`src/rtl/pfd_pkg.sv`:
```
// Shared definitions for the filtered-derivative PID block.
// Register index codes and their reset values; no dependencies.
package pfd_pkg;

  localparam int unsigned CfgIdxW  = 3;
  localparam int unsigned CfgCount = 8;
  localparam int unsigned RstW     = 64;

  typedef enum logic [CfgIdxW-1:0] {
    CFG_GAIN_P       = 3'd0,
    CFG_GAIN_I_STEP  = 3'd1,
    CFG_GAIN_D_STEP  = 3'd2,
    CFG_FILTER_POLE  = 3'd3,
    CFG_OUT_FLOOR    = 3'd4,
    CFG_OUT_CEILING  = 3'd5,
    CFG_INT_FLOOR    = 3'd6,
    CFG_INT_CEILING  = 3'd7
  } cfg_idx_e;

  // Reset values, sign extended to 64 bits; users truncate to their data width.
  localparam logic [RstW-1:0] CfgReset [CfgCount] = '{
    64'h0000_0000_0002_0000,
    64'h0000_0000_0000_0021,
    64'h0000_0000_0003_9249,
    64'hFFFF_FFFF_FFFF_9249,
    64'h0000_0000_0000_0000,
    64'h0000_0000_00FF_0000,
    64'hFFFF_FFFF_FF01_0000,
    64'h0000_0000_00FF_0000
  };

endpackage

```
`src/rtl/pfd_regs.sv`:
```
// Configuration register file for the filtered-derivative PID block.
// Depends on pfd_pkg for index codes and reset values.
module pfd_regs import pfd_pkg::*; #(
  parameter int unsigned DW = 32
) (
  input  logic                       clk_i,
  input  logic                       rst_ni,
  input  logic                       cfg_valid_i,
  output logic                       cfg_ready_o,
  input  logic [CfgIdxW-1:0]         cfg_index_i,
  input  logic [DW-1:0]              cfg_data_i,
  output logic signed [DW-1:0]       cfg_o [CfgCount]
);

  logic [DW-1:0] regs_q [CfgCount];

  assign cfg_ready_o = 1'b1;

  always_ff @(posedge clk_i or negedge rst_ni) begin
    if (!rst_ni) begin
      for (int i = 0; i < CfgCount; i++) begin
        regs_q[i] <= CfgReset[i][DW-1:0];
      end
    end else if (cfg_valid_i) begin
      regs_q[cfg_index_i] <= cfg_data_i;
    end
  end

  always_comb begin
    for (int i = 0; i < CfgCount; i++) begin
      cfg_o[i] = $signed(regs_q[i]);
    end
  end

endmodule

```
`config.mk`:
```
export PLATFORM = sky130hd
export DESIGN_NAME = pfd_regs
export DESIGN_NICKNAME = d
export VERILOG_FILES = /design/src/rtl/pfd_pkg.sv /design/src/rtl/pfd_regs.sv
export SDC_FILE = /design/constraint.sdc
export NUM_CORES = 1
export LEC_CHECK = 0
export BUFFER_PORTS_ARGS = -buffer_cell sky130_fd_sc_hd__buf_2
export CORE_MARGIN = 2
export CORE_UTILIZATION = 45
export DETAILED_ROUTE_END_ITERATION = 10
export PLACE_DENSITY_LB_ADDON = 0.08
export SLEW_MARGIN = 10
export SYNTH_ARGS = -nofsm -noshare
export SYNTH_HDL_FRONTEND = slang
export SYNTH_SLANG_ARGS = --single-unit
```
`constraint.sdc`:
```
create_clock -name clk_i -period 0.8 [get_ports clk_i]
set_input_delay 0.24 -clock clk_i [delete_from_list [all_inputs] [get_ports clk_i]]
set_output_delay 0.24 -clock clk_i [all_outputs]
set_load 0.02 [all_outputs]
```
Yosys cells after proc, flatten, opt, wreduce, memory -nomap -nowiden
Index checks and enable logic that the tools add are counted.
Widths: inputs -> output; s select.
- output and inout bits: 257
- bits in registers: 256
- bitwise operators: 1
- order comparisons: 2
- reduce and logical (&&, ||, !) cells: 1
- mux-type cells: 3
- operator list (operator ; count):
    $bwmux 256 ; 1
    $demux 32 s3 ; 1
    $mux 32 ; 1
    $ge 4x4->1 const B ; 1
    $lt 4x1->1 const B ; 1
    $not 3->4 ; 1
    $logic_and 1x1->1 ; 1

Depth between registers and ports, before layout
- depth after elaboration: 6
- gate-level depth with buffers: 5
- gate-level depth less buffers: 2

Worst setup path before layout
No wires, ideal clock.
- path kind: input port to flip-flop
- from: input port cfg_index_i[2]
- to: register regs_q (netlist bit cfg_o[235])
- setup time: 125 ps
- arrival time: 1323 ps
- stages: 4
- setup slack: -648 ps
- cell sequence: buf_2 > nor4b_4 > buf_6 > mux2_2
- cells in the longest elaborated chain, start to end: 6
- ends and longest elaborated chain (item ; RTL line ; RTL):
    start: declaration ; pfd_regs.sv:10 ; input logic [CfgIdxW-1:0] cfg_index_i,
    $not 3->4 (implied by the code) * ; pfd_regs.sv:25 ; regs_q[cfg_index_i] <= cfg_data_i;
    $ge 4x4->1 (implied by the code) / $lt 4x1->1 (equally long branches) ; pfd_regs.sv:25 ;
    $logic_and 1x1->1 (implied by the code) ; pfd_regs.sv:25 ;
    $mux 32 (implied by the code) ; pfd_regs.sv:25 ;
    $demux 32 s3 * ; pfd_regs.sv:25 ;
    $bwmux 256 * ; pfd_regs.sv:25 ;
    end signal: indexed assignment ; pfd_regs.sv:22 ; regs_q[i] <= CfgReset[i][DW-1:0];
    end signal: indexed assignment ; pfd_regs.sv:25 ;
    end: declaration ; pfd_regs.sv:15 ; logic [DW-1:0] regs_q [CfgCount];
Mark *: on every way between the ends. The rest lies on a longest branch, timed or not.
A chain may end at the register's enable or synchronous reset.

Final worst setup path
- from: register regs_q (netlist bit cfg_o[59])
- to: output port cfg_o[59] (netlist name)
- RTL lines (item ; RTL line ; RTL):
    end: declaration ; pfd_regs.sv:12 ; output logic signed [DW-1:0] cfg_o [CfgCount]
No word-level cell between the ends.

==> impl_metrics.py <==
metrics = {
    "run_status": {
        "outcome": "finished, violations left",
        "violations": "negative setup slack",
    },
    "layout": {
        "largest_register_ffs": 256,
        "drive_gt1_frac": 0.7960,
        "area_delta_synth_final_pct": 73.88,
        "n_antenna_cell": 0,
        "final_cell_mix": "buf_6 (285), dfrtp_1 (198), mux2_4 (174)",
        "final_nets": 1072,
        "layout_commonest_cell": "buf_6",
    },
    "setup_path": {
        "cp.arrival_ps": 1200,
        "crit_chain": "buf_6",
        "start_kind": "flop",
        "slowest_stage": "dfstp_2",
        "crit_type": "reg -> out",
        "end_kind": "primary output",
        "cp.buffers_inverters": 1,
        "max_stage_delay_ps": 560,
        "critPathMaxFanout": 2,
        "crit_required_ps": 560,
        "critical-path-top-delay-family": "flip-flops",
    },
    "floorplanning": {
        "boundaryPins": 295,
        "die_h_um": 150.7,
        "start_util": 0.4595,
        "rows": 53,
        "die_width_um": 150.7,
        "core_area_mm2": 0.02109,
        "die_area_mm2": 0.02272,
    },
    "synthesis": {
        "syn_inst": 553,
        "seq_area_frac_synth": 0.6686,
        "avgSynthCellArea_um2": 17.52,
        "yosys_warnings": 0,
        "yosysUniqueCellTypes": 12,
        "synthesis.nets": 591,
        "synth.top_cell.area_share": 0.5114,
        "synth-seq-cells": 256,
        "synth_top_area_cell": "dfrtp_1",
        "synth_area_leaders": "dfrtp_1 (51%), mux2_2 (28%), dfstp_2 (16%)",
        "syn_area_mm2": 0.009689,
    },
    "drt": {
        "wirelength_mm": 33.75,
        "avgViaCountPerCell": 5.195,
        "wl_per_cell_um": 25.39,
        "vias": 6904,
        "final_antenna_net_count": 0,
        "dr.first_iter.drc_count": 256,
        "drc": 0,
        "first_pass_iters": 4,
    },
    "global_route": {
        "antenna_found_initial": 0,
        "grt_pass1_wl_mm": 46.44,
        "grt_start_max_net_pins": 60,
        "gr-total-overflow": 0,
        "grt_use_total": 0.2768,
        "grt_pass1_vias": 7303,
    },
    "sta": {
        "final.setup.worst_slack_ps": -637.0,
        "setup_viol": 510,
        "clock.fmax_ghz": 0.6959,
        "rsz0062_at_grt": "yes",
        "tns_ps": -181580,
        "maxSlewViolCount": 0,
        "final.period_utilization": 1.796,
        "min_period_ps": 1437,
        "skew_ps": 0,
        "whs_ps": 61.24,
        "finalHoldViolCount": 0,
    },
    "clock_network": {
        "h-tree-depth": 1,
        "cts.clk_slew.worst_paths_ps": 60,
        "cts_tree": "yes",
        "cts_buffer_depth": 3,
        "clock-root-buffer": "clkbuf_16",
        "worstSkewPairLatency_ps": 520,
        "numClockSinks": 256,
        "numCtsBuffers": 27,
    },
    "hold_path": {
        "hold_path.class": "in -> reg",
    },
    "power": {
        "power_density_mw_per_mm2": 2934,
        "p_leak_nw": 8.148,
        "irDropWorstVdd_mv": 1.775,
    },
    "run": {
        "cap_violations": 0,
    },
    "placement": {
        "dp_hpwl_mm": 17.08,
        "numPortBuffers": 293,
        "gp_congestion": 0.7548,
    },
}
through the flow:
| stage | utilization | total power [mW] | cells | instance area (um^2) | setup WS, ps |
|---|---|---|---|---|---|
| after floorplan | - | 24.86 | 553 | 10160 | -604.4 |
| after global placement | 0.5759 | 29.19 | 1126 | 12150 | -814.2 |
| after detailed placement | 0.5759 | 29.51 | 1126 | 12150 | -869.6 |
| after CTS | 0.7663 | 47.92 | 1277 | 16160 | -641.2 |
| after global routing | 0.7989 | 51.25 | 1329 | 16850 | -673.1 |
| final | 0.7989 | 49.44 | 1329 | 16850 | -637.0 |
power breakdown:
| group | leakage, nW | internal [mW] | switching [mW] |
|---|---|---|---|
| combinational | 4.72 | 10.5 | 7.42 |
| sequential | 2.99 | 16.3 | 2.39 |
| clock | 0.442 | 7.74 | 5.11 |
synth_stat cells, drive strengths merged:
| master | number |
|---|---|
| mux2 | 256 |
| dfrtp | 198 |
| dfstp | 58 |
| buf | 32 |
| nand4b | 3 |
| nor4bb | 3 |
| conb | 1 |
| nand4 | 1 |
| nor4b | 1 |
layout make-up:
| type | count | area, um^2 |
|---|---|---|
| Clock inverter | 7 | 112.6 |
| Sequential cell | 256 | 6479 |
| Tap cell | 275 | 344.1 |
| Multi-Input combinational cell | 265 | 3671 |
| Clock buffer | 42 | 792.0 |
| Timing Repair Buffer | 484 | 5449 |
| Fill cell | 1120 | 4240 |
final timing paths:
| kind | slack, ps | to | startpoint | cells past startpoint |
|---|---|---|---|---|
| setup reg to reg | -250 | cfg_o[173] | cfg_o[173] | 3 |
| hold reg to reg | 530 | cfg_o[91] | cfg_o[91] | 1 |
| hold / removal | 60 | cfg_o[117] | cfg_data_i[21] | 2 |
| max in group asynchronous | 70 | cfg_o[157] | rst_ni | 4 |
| setup / recovery | -640 | cfg_o[59] | cfg_o[59] | 1 |
| min in group asynchronous | 110 | cfg_o[240] | rst_ni | 2 |
logic make-up after synthesis:
group / Yosys count / synth area share
buf+inv: 32 / 0.02454
other cells: 1 / 0.0003870
flops: 256 / 0.6686
simple gates: 8 / 0.008911
mux: 256 / 0.2975
per-layer routing:
metal	track usage	wire length, um
met1	0.3633	13950
met2	0.4557	16390
met3	0.07242	2347
met4	0.08084	1054
met5	0	0
timing repair:
action,in CTS,in global routing
gates resized for setup,606,91
cloned,18,8
setup buffers,83,64
setup endpoints to repair,512,512
hold endpoints to repair,213,0
pin swaps,5,3
hold buffers,1,0
Power figures use the tool's default switching activity.
